### src/hdl/l1poc_pkg.sv
// Package for the L1 partition occupancy calculator.
// Holds payload structs, register indexes, status codes and divider sizes.
// No dependencies.
`default_nettype none
package l1poc_pkg;

	localparam int L1D_MAX_SETS = 256;
	localparam int N_CAND       = 5;
	localparam logic [10:0] L1D_CAND [N_CAND] = '{11'd64, 11'd128, 11'd256, 11'd512, 11'd1024};

	localparam int DIV_NUM_W = 40;
	localparam int DIV_DEN_W = 17;
	localparam int DIV_CNT_W = $clog2(DIV_NUM_W + 1);

	localparam int CFG_IDX_W  = 3;
	localparam int CFG_DATA_W = 17;

	localparam logic [CFG_IDX_W-1:0] REG_SLOT_BYTES  = 3'd0;
	localparam logic [CFG_IDX_W-1:0] REG_TOTAL_SLOTS = 3'd1;
	localparam logic [CFG_IDX_W-1:0] REG_MIN_L1D     = 3'd2;
	localparam logic [CFG_IDX_W-1:0] REG_GRANULARITY = 3'd3;
	localparam logic [CFG_IDX_W-1:0] REG_MAX_WG      = 3'd4;
	localparam logic [CFG_IDX_W-1:0] REG_WARPS       = 3'd5;
	localparam logic [CFG_IDX_W-1:0] REG_SCALAR_REGS = 3'd6;
	localparam logic [CFG_IDX_W-1:0] REG_VECTOR_REGS = 3'd7;

	localparam logic [1:0] STAT_OK       = 2'd0;
	localparam logic [1:0] STAT_LDS_OVER = 2'd1;
	localparam logic [1:0] STAT_NO_PART  = 2'd2;

	typedef struct packed {
		logic [31:0] lds_bytes;
		logic [6:0]  wg_warps;
		logic [7:0]  scalar_use;
		logic [7:0]  vector_use;
	} in_item_t;

	typedef struct packed {
		logic [1:0]  status;
		logic [31:0] lds_slots_per_wg;
		logic [12:0] smem_slots_per_sm;
	} out_item_t;

	typedef struct packed {
		logic                 start;
		logic [DIV_NUM_W-1:0] num;
		logic [DIV_DEN_W-1:0] den;
	} div_req_t;

	typedef struct packed {
		logic                 done;
		logic [DIV_NUM_W-1:0] quot;
		logic                 rem_nz;
	} div_rsp_t;

endpackage
`default_nettype wire

### src/hdl/l1poc_div.sv
// Restoring serial divider, one quotient bit per cycle.
// Depends on l1poc_pkg for widths and request/response structs.
`default_nettype none
module l1poc_div (
	input  wire logic              clk,
	input  wire logic              arst_n,
	input  wire l1poc_pkg::div_req_t req,
	output l1poc_pkg::div_rsp_t    rsp
);

	logic [l1poc_pkg::DIV_NUM_W-1:0] n_q;
	logic [l1poc_pkg::DIV_DEN_W:0]   r_q;
	logic [l1poc_pkg::DIV_DEN_W-1:0] d_q;
	logic [l1poc_pkg::DIV_CNT_W-1:0] cnt_q;
	logic                            act_q;
	logic                            done_q;
	logic [l1poc_pkg::DIV_DEN_W:0]   r_sh;
	logic                            fits;

	assign r_sh = {r_q[l1poc_pkg::DIV_DEN_W-1:0], n_q[l1poc_pkg::DIV_NUM_W-1]};
	assign fits = r_sh >= {1'b0, d_q};

	always_ff @(posedge clk or negedge arst_n) begin
		if (!arst_n) begin
			act_q  <= 1'b0;
			done_q <= 1'b0;
			cnt_q  <= '0;
		end else if (req.start) begin
			act_q  <= 1'b1;
			done_q <= 1'b0;
			cnt_q  <= l1poc_pkg::DIV_CNT_W'(l1poc_pkg::DIV_NUM_W);
		end else if (act_q) begin
			cnt_q  <= cnt_q - l1poc_pkg::DIV_CNT_W'(1);
			act_q  <= cnt_q != l1poc_pkg::DIV_CNT_W'(1);
			done_q <= cnt_q == l1poc_pkg::DIV_CNT_W'(1);
		end else begin
			done_q <= 1'b0;
		end
	end

	always_ff @(posedge clk) begin
		if (req.start) begin
			n_q <= req.num;
			d_q <= req.den;
			r_q <= '0;
		end else if (act_q) begin
			n_q <= {n_q[l1poc_pkg::DIV_NUM_W-2:0], fits};
			r_q <= fits ? (r_sh - {1'b0, d_q}) : r_sh;
		end
	end

	assign rsp.done   = done_q;
	assign rsp.quot   = n_q;
	assign rsp.rem_nz = r_q != '0;

endmodule
`default_nettype wire

### src/hdl/l1_partition_occupancy_calc_core.sv
// Top level of the L1 partition occupancy calculator: config registers, sequencer,
// output register. Depends on l1poc_pkg and l1poc_div.
//
//  channel | signals                          | transfer when
//  --------+----------------------------------+-----------------------------
//  cfg     | cfg_valid cfg_ready cfg_index/data | cfg_valid && cfg_ready
//  in      | in_valid in_stall in_data        | in_valid && !in_stall
//  out     | out_valid out_stall out_data     | out_valid && !out_stall
//
// Every division runs on one shared 40-step divider.
// A result enters the output register after the per-workgroup LDS division when the LDS
// check rejects it, else after that division, the warp, scalar and vector divisions and one
// division per countdown trial, ending at the first trial that fits (up to 127 trials).
// in_stall is high from the transfer until the result enters the output register; a
// finished result waits while the output register stays full and out_stall is high.
// The output register frees the input side while a result waits on out_stall.
// Reset loads the register defaults and empties the output register.
`default_nettype none
module l1_partition_occupancy_calc_core (
	input  wire logic                                 clk,
	input  wire logic                                 arst_n,
	input  wire logic                                 cfg_valid,
	output logic                                      cfg_ready,
	input  wire logic [l1poc_pkg::CFG_IDX_W-1:0]      cfg_index,
	input  wire logic [l1poc_pkg::CFG_DATA_W-1:0]     cfg_data,
	input  wire logic                                 in_valid,
	output logic                                      in_stall,
	input  wire l1poc_pkg::in_item_t                  in_data,
	output logic                                      out_valid,
	input  wire logic                                 out_stall,
	output l1poc_pkg::out_item_t                      out_data
);

	typedef enum logic [7:0] {
		S_IDLE  = 8'b00000001,
		S_PERWG = 8'b00000010,
		S_WARP  = 8'b00000100,
		S_SREG  = 8'b00001000,
		S_VREG  = 8'b00010000,
		S_MUL   = 8'b00100000,
		S_NEED  = 8'b01000000,
		S_EMIT  = 8'b10000000
	} state_t;

	function automatic logic [10:0] pick_l1d(input logic [12:0] room, input logic [10:0] minv,
		input logic [10:0] g);
		logic [10:0] ge;
		logic [10:0] best;
		logic        pow2;
		logic [21:0] gmax;
		ge   = (g == '0) ? 11'd1 : g;
		pow2 = (ge & (ge - 11'd1)) == '0;
		gmax = 22'(ge) * 22'(l1poc_pkg::L1D_MAX_SETS);
		best = '0;
		for (int i = 0; i < l1poc_pkg::N_CAND; i++) begin
			if (l1poc_pkg::L1D_CAND[i] >= minv && {2'b0, l1poc_pkg::L1D_CAND[i]} <= room
				&& pow2 && ge <= l1poc_pkg::L1D_CAND[i]
				&& 22'(l1poc_pkg::L1D_CAND[i]) <= gmax)
				best = l1poc_pkg::L1D_CAND[i];
		end
		return best;
	endfunction

	logic [16:0] slot_bytes_q;
	logic [12:0] total_slots_q;
	logic [10:0] min_l1d_q;
	logic [10:0] gran_q;
	logic [6:0]  max_wg_q;
	logic [6:0]  warps_sm_q;
	logic [15:0] sregs_sm_q;
	logic [15:0] vregs_sm_q;

	state_t      st_q;
	state_t      st_d;
	logic        go_q;
	logic        go_d;
	logic [31:0] lds_q;
	logic [6:0]  warps_q;
	logic [14:0] sreg_q;
	logic [14:0] vreg_q;
	logic [6:0]  res_q;
	logic [38:0] prod_q;
	logic [31:0] perwg_q;
	logic        ov_q;
	l1poc_pkg::out_item_t rslt_q;
	l1poc_pkg::out_item_t out_q;

	l1poc_pkg::div_req_t dreq;
	l1poc_pkg::div_rsp_t drsp;

	logic [16:0] sb_eff;
	logic [12:0] cap;
	logic [39:0] ceil_q;
	logic [12:0] room;
	logic [10:0] l1d;
	logic        fit;
	logic        out_free;

	assign cfg_ready = 1'b1;
	assign in_stall  = st_q != S_IDLE;
	assign out_valid = ov_q;
	assign out_data  = out_q;
	assign out_free  = !ov_q || !out_stall;

	assign sb_eff = (slot_bytes_q == '0) ? 17'd1 : slot_bytes_q;
	assign cap    = (total_slots_q > {2'b0, min_l1d_q}) ? total_slots_q - {2'b0, min_l1d_q} : '0;
	assign ceil_q = drsp.quot + 40'(drsp.rem_nz);
	assign room   = total_slots_q - ceil_q[12:0];
	assign l1d    = pick_l1d(room, min_l1d_q, gran_q);
	assign fit    = ceil_q <= 40'(total_slots_q) && l1d != '0;

	always_comb begin
		dreq.start = go_q;
		dreq.num   = {8'b0, lds_q};
		dreq.den   = sb_eff;
		case (st_q)
			S_WARP: begin
				dreq.num = {33'b0, warps_sm_q};
				dreq.den = {10'b0, warps_q};
			end
			S_SREG: begin
				dreq.num = {24'b0, sregs_sm_q};
				dreq.den = {2'b0, sreg_q};
			end
			S_VREG: begin
				dreq.num = {24'b0, vregs_sm_q};
				dreq.den = {2'b0, vreg_q};
			end
			S_NEED: begin
				dreq.num = {1'b0, prod_q};
			end
			default: begin
			end
		endcase
	end

	l1poc_div u_div (
		.clk    (clk),
		.arst_n (arst_n),
		.req    (dreq),
		.rsp    (drsp)
	);

	always_ff @(posedge clk or negedge arst_n) begin
		if (!arst_n) begin
			slot_bytes_q  <= 17'd128;
			total_slots_q <= 13'd1024;
			min_l1d_q     <= 11'd64;
			gran_q        <= 11'd4;
			max_wg_q      <= 7'd8;
			warps_sm_q    <= 7'd32;
			sregs_sm_q    <= 16'd4096;
			vregs_sm_q    <= 16'd4096;
		end else if (cfg_valid && cfg_ready) begin
			case (cfg_index)
				l1poc_pkg::REG_SLOT_BYTES:  slot_bytes_q  <= cfg_data;
				l1poc_pkg::REG_TOTAL_SLOTS: total_slots_q <= cfg_data[12:0];
				l1poc_pkg::REG_MIN_L1D:     min_l1d_q     <= cfg_data[10:0];
				l1poc_pkg::REG_GRANULARITY: gran_q        <= cfg_data[10:0];
				l1poc_pkg::REG_MAX_WG:      max_wg_q      <= cfg_data[6:0];
				l1poc_pkg::REG_WARPS:       warps_sm_q    <= cfg_data[6:0];
				l1poc_pkg::REG_SCALAR_REGS: sregs_sm_q    <= cfg_data[15:0];
				l1poc_pkg::REG_VECTOR_REGS: vregs_sm_q    <= cfg_data[15:0];
				default: begin
				end
			endcase
		end
	end

	always_comb begin
		st_d = st_q;
		go_d = 1'b0;
		case (st_q)
			S_IDLE: begin
				if (in_valid) begin
					go_d = 1'b1;
					st_d = S_PERWG;
				end
			end
			S_PERWG: begin
				if (drsp.done) begin
					if (ceil_q[31:0] > {19'b0, cap}) begin
						st_d = S_EMIT;
					end else begin
						go_d = 1'b1;
						st_d = S_WARP;
					end
				end
			end
			S_WARP: begin
				if (drsp.done) begin
					go_d = 1'b1;
					st_d = S_SREG;
				end
			end
			S_SREG: begin
				if (drsp.done) begin
					go_d = 1'b1;
					st_d = S_VREG;
				end
			end
			S_VREG: begin
				if (drsp.done)
					st_d = S_MUL;
			end
			S_MUL: begin
				if (res_q == '0) begin
					st_d = S_EMIT;
				end else begin
					go_d = 1'b1;
					st_d = S_NEED;
				end
			end
			S_NEED: begin
				if (drsp.done)
					st_d = fit ? S_EMIT : S_MUL;
			end
			S_EMIT: begin
				if (out_free)
					st_d = S_IDLE;
			end
			default: st_d = S_IDLE;
		endcase
	end

	always_ff @(posedge clk or negedge arst_n) begin
		if (!arst_n) begin
			st_q <= S_IDLE;
			go_q <= 1'b0;
			ov_q <= 1'b0;
		end else begin
			st_q <= st_d;
			go_q <= go_d;
			ov_q <= (st_q == S_EMIT && out_free) || (ov_q && out_stall);
		end
	end

	always_ff @(posedge clk) begin
		case (st_q)
			S_IDLE: begin
				if (in_valid) begin
					lds_q   <= in_data.lds_bytes;
					warps_q <= in_data.wg_warps;
					sreg_q  <= 15'(in_data.wg_warps * in_data.scalar_use);
					vreg_q  <= 15'(in_data.wg_warps * in_data.vector_use);
				end
			end
			S_PERWG: begin
				if (drsp.done) begin
					perwg_q <= ceil_q[31:0];
					res_q   <= max_wg_q;
					rslt_q.status            <= l1poc_pkg::STAT_LDS_OVER;
					rslt_q.lds_slots_per_wg  <= ceil_q[31:0];
					rslt_q.smem_slots_per_sm <= '0;
				end
			end
			S_WARP: begin
				if (drsp.done && warps_q != '0 && drsp.quot < 40'(res_q))
					res_q <= drsp.quot[6:0];
			end
			S_SREG: begin
				if (drsp.done && sreg_q != '0 && drsp.quot < 40'(res_q))
					res_q <= drsp.quot[6:0];
			end
			S_VREG: begin
				if (drsp.done && vreg_q != '0 && drsp.quot < 40'(res_q))
					res_q <= drsp.quot[6:0];
			end
			S_MUL: begin
				prod_q <= 39'(res_q) * 39'(lds_q);
				rslt_q.status            <= l1poc_pkg::STAT_NO_PART;
				rslt_q.lds_slots_per_wg  <= perwg_q;
				rslt_q.smem_slots_per_sm <= '0;
			end
			S_NEED: begin
				if (drsp.done) begin
					if (fit) begin
						rslt_q.status            <= l1poc_pkg::STAT_OK;
						rslt_q.lds_slots_per_wg  <= perwg_q;
						rslt_q.smem_slots_per_sm <= total_slots_q - {2'b0, l1d};
					end else begin
						res_q <= res_q - 7'd1;
					end
				end
			end
			S_EMIT: begin
				if (out_free)
					out_q <= rslt_q;
			end
			default: begin
			end
		endcase
	end

endmodule
`default_nettype wire
### config.mk
export PLATFORM = sky130hd
export DESIGN_NAME = l1_partition_occupancy_calc_core
export DESIGN_NICKNAME = d
export VERILOG_FILES = /design/src/hdl/l1poc_pkg.sv /design/src/hdl/l1poc_div.sv /design/src/hdl/l1_partition_occupancy_calc_core.sv
export SDC_FILE = /design/constraint.sdc
export NUM_CORES = 2
export LEC_CHECK = 0
export CAP_MARGIN = 5
export CORE_MARGIN = 2
export CORE_UTILIZATION = 66
export CTS_CLUSTER_SIZE = 24
export DETAILED_ROUTE_END_ITERATION = 12
export DONT_BUFFER_PORTS = 1
export HOLD_SLACK_MARGIN = 0.12
export PLACE_DENSITY = 0.82
export SLEW_MARGIN = 10
export SYNTH_ARGS = -nofsm -noshare
export SYNTH_HDL_FRONTEND = slang
export SYNTH_SLANG_ARGS = --single-unit
### constraint.sdc
create_clock -name clk -period 7.8 [get_ports clk]
set_input_delay 0.39 -clock clk [delete_from_list [all_inputs] [get_ports clk]]
set_output_delay 0.39 -clock clk [all_outputs]
set_load 0.05 [all_outputs]
==> impl_results.md <==
* Status: finished clean
* Ys async rst share at 0.269
* Top cell type's share of synthesized area at 0.290
* Total CTS buffers at 46
* Routed WL at 78800 microns
* ANT nets after route at 0
* Sink Count at 432
* Top cells by area, synth: edfxtp_1, fa_1, dfrtp_1
* FP Rows at 79
* Mean Syn Cell Area at 10.2 sq um
* CP Data Required Time at 8.13 ns
* H-tree Lvls at 2
* Final hold vios at 0
* Worst VDD drop at 0.390 mV
* Kind of critical path: register to register
* CP Cell Sequence: or4_1, or4_1, ha_1, and3b_1, nor2_1, inv_1, ha_1, and4_1, a21o_1, o31ai_1, nand3_1, xor2_1, a221oi_4, nor4b_2, nor3_1, o2111ai_1, fa_1, a21o_1, a21oi_1, o211ai_1, xnor2_1, nor2_1
* Register area at 12200 sq um
* Share of cells above drive strength 1 at 0.0751
* Placed cells at 3521
* Die ar. at 48400 sq um
* # resized after CTS at 0
* Max incr delay on CP at 0.56 ns
* PwrDens at 382 nW/um^2
* Via total after detailed routing at 23155
* Bufs and invs on worst path at 1
* Gr usage total at 0.334
* DRC viols at 0
* Setup TNS at 0 ns
* RSZ-0062 raised after global routing: false
* Reg clk slew, reported paths at 0.06 ns
* Post-Syn Area at 30800 sq um
* Synth Register Bits at 432
* Longest Clk Path Bufs at 3
* Hpwl dp at 57100 microns
* Routed wire per std cell at 21.4 microns
* 1st-pass router iterations at 9
* Gate power share at 0.515
* Worst-Margin Slew at 1.21 ns
* Max Slew Vio Count at 0
* Reg power frac at 0.308
* Synth Warn # at 0
* Setup-failing EPs final at 0
* Pint at 7.49 mW
* Nets at 3524
* Routability Congestion at 0.988
* Sw frac at 0.418
* Non-Filler Instances at 3682
* Vias per cell at 6.29
* I/O Pins at 130
* Die Wd at 220 microns
* Hold Slack at 0.148 ns
* Post-synthesis sequential area ratio at 0.397
* Total power at 12.9 mW
* Clock network power share at 0.176
* Mapped Cells at 3021
* Ratio of final minimum period to clock period at 0.868
* Crit start category: register
* Slew margin rel. at 0.193
* Synth unique cells at 84
* IO Port Bufs at 0
* Top FF cell, synth: edfxtp_1
* Number of max-cap violations at 0
* Mapped Nets at 3509
* CTS tree: yes
* Sw Pwr at 5.38 mW
* Slowest cell on crit path: or4_1
* Layout Skew at 0.0144 ns
* Lkg Pwr at 14.7 nW
* Tmin final at 6.77 ns
* Initial drt markers at 2493
* Setup crit end kind: register
* Post-CTS setup buffers at 0
* Synthesis-to-finish area growth at 9.32%
* CTS Root Cell: clkbuf_16
* Die height at 220 microns
* Area occupied by multi-input gates at 16900 sq um
* Largest net degree at the start of global routing at 117
* Antenna violations before repair at 3
* Starting Density at 0.665
* Vias in the first global route at 23217
* # fillers at 3127
* Total grt overflow at 0
* Max FO, Critical Path at 16
* First-pass GRT wire length at 125000 microns
* # hold bufs at CTS at 74
* Fmax at 148 MHz
* Number of enable flip-flop cells after synthesis at 298
* Core area at 46400 sq um
* Worst min-delay path class: primary input to register
* Area leader, netlist: edfxtp_1
* CP arrival at 7.09 ns
* Clk_lat worst skew at 0.59 ns
* Top Family by Delay on Critical Path: simple AND/OR/NAND/NOR gates
* Layout Utilization at 0.727
==> synthesized netlist by cell type, types with 11 or more instances <==
cell type and n:
a211oi_1 25, a21o_1 49, a21oi_1 108, a221oi_1 11
a222oi_1 14, a22o_1 11, a22oi_1 17, a31oi_1 31
and2_1 100, and3_1 22, and4_1 11, buf_1 33
clkbuf_1 97, dfrtp_1 107, dfxtp_1 18, edfxtp_1 298
fa_1 211, ha_1 197, inv_1 318, mux2_2 75
mux2i_1 14, nand2_1 484, nand2b_1 20, nand3_1 70
nand4_1 29, nor2_1 148, nor2b_1 17, nor3_1 45
nor4_1 28, o211ai_1 15, o21a_1 16, o21ai_0 90
o21bai_1 18, xnor2_1 99, xor2_1 22
==> routing by layer <==
metal,global-route usage,vias to the layer above,share of wire
li1,-,10401,-
met1,0.454,11336,0.40
met2,0.539,1211,0.48
met3,0.0566,203,0.092
met4,0.135,4,0.037
met5,0,-,0.00034
==> worst paths after layout <==
check	startpoint	to	slack, ns	cells after the start
max in group asynchronous	arst_n	go_q$_DFF_PN0_	6.80	2
max reg2reg	u_div.r_q[2]$_SDFFE_PP0P_	rslt_q[12]$_DFFE_PP_	1.03	22
max	u_div.r_q[2]$_SDFFE_PP0P_	rslt_q[12]$_DFFE_PP_	1.03	22
min in group asynchronous	arst_n	gran_q[0]$_DFFE_PN0P_	0.41	2
min	in_data[17]	sreg_q[1]$_DFFE_PP_	0.15	2
min reg2reg	rslt_q[18]$_DFFE_PP_	out_data[18]$_DFFE_PP_	0.42	0
==> worst reg2reg max path, delay by kind of cell (launching register included) <==
family / cells / cell delay, ns
AO/OA/AOI/OAI: 7 / 1.45
XOR/XNOR: 2 / 0.63
adder cells (fa/ha/maj): 3 / 1.22
buffers and inverters: 1 / 0.09
flip-flops: 1 / 0.34
AND/OR/NAND/NOR: 9 / 2.76
==> per-stage QoR <==
| step | worst slack [ns] | cell area, sq um |
|---|---|---|
| 3_5_place_dp | 1.19 | 31400 |
| 3_3_place_gp | 1.39 | 31400 |
| 4_1_cts | 1.15 | 33700 |
| 2_1_floorplan | 0.650 | 30800 |
| 6_report | 1.03 | 33700 |
| 5_1_grt | 0.653 | 33700 |
==> final cells by class <==
| class | instances | share of cell area |
|---|---|---|
| diodes | 1 | 0.0000743 |
| clock buffers | 65 | 0.0387 |
| clock inverters | 21 | 0.00806 |
| inverters | 320 | 0.0357 |
| multi-input cells | 2129 | 0.502 |
| flip-flops and latches | 432 | 0.363 |
| well taps | 607 | 0.0225 |
| repair buffers | 107 | 0.0299 |
==> flip-flops by register name, summed over array words and instances, names as in the netlist, 15 cells and up <==
register / cells
u_div.d_q: 17
sreg_q: 15
u_div.r_q: 18
out_data: 47
slot_bytes_q: 17
perwg_q: 32
sregs_sm_q: 16
vreg_q: 15
vregs_sm_q: 16
prod_q: 39
u_div.n_q: 40
rslt_q: 47
lds_q: 32
==> logic make-up after synthesis <==
kind of cell / synth area share
buffers and inverters: 0.0570
other: 0.000122
adder cells (fa/ha/maj): 0.217
multiplexers: 0.0319
AND/OR/NAND/NOR: 0.159
XOR/XNOR: 0.0344
flip-flops: 0.397
AO/OA/AOI/OAI: 0.104
==> layout by cell type (no fill, tap or decap), types with 75 or more instances in the layout <==
| cell | netlist | routed |
|---|---|---|
| nor2_1 | 148 | 146 |
| nand2_1 | 484 | 484 |
| o21ai_0 | 90 | 90 |
| dfrtp_1 | 107 | 106 |
| xnor2_1 | 99 | 99 |
| fa_1 | 211 | 211 |
| and2_1 | 100 | 100 |
| edfxtp_1 | 298 | 298 |
| ha_1 | 197 | 197 |
| inv_1 | 318 | 318 |
| mux2_2 | 75 | 75 |
| a21oi_1 | 108 | 106 |
==> power by group through the flow <==
stage                     clock network [mW]  registers (mW)  logic [mW]
after detailed placement                   0            3.97        6.40
after global routing                    2.38            4.01        7.43
after CTS                               2.30            3.93        6.55
after global placement                     0            3.93        6.17
after floorplan                            0            3.61        5.20
final                                   2.27            3.97        6.63
No activity file was read; power rests on OpenSTA's default activity.
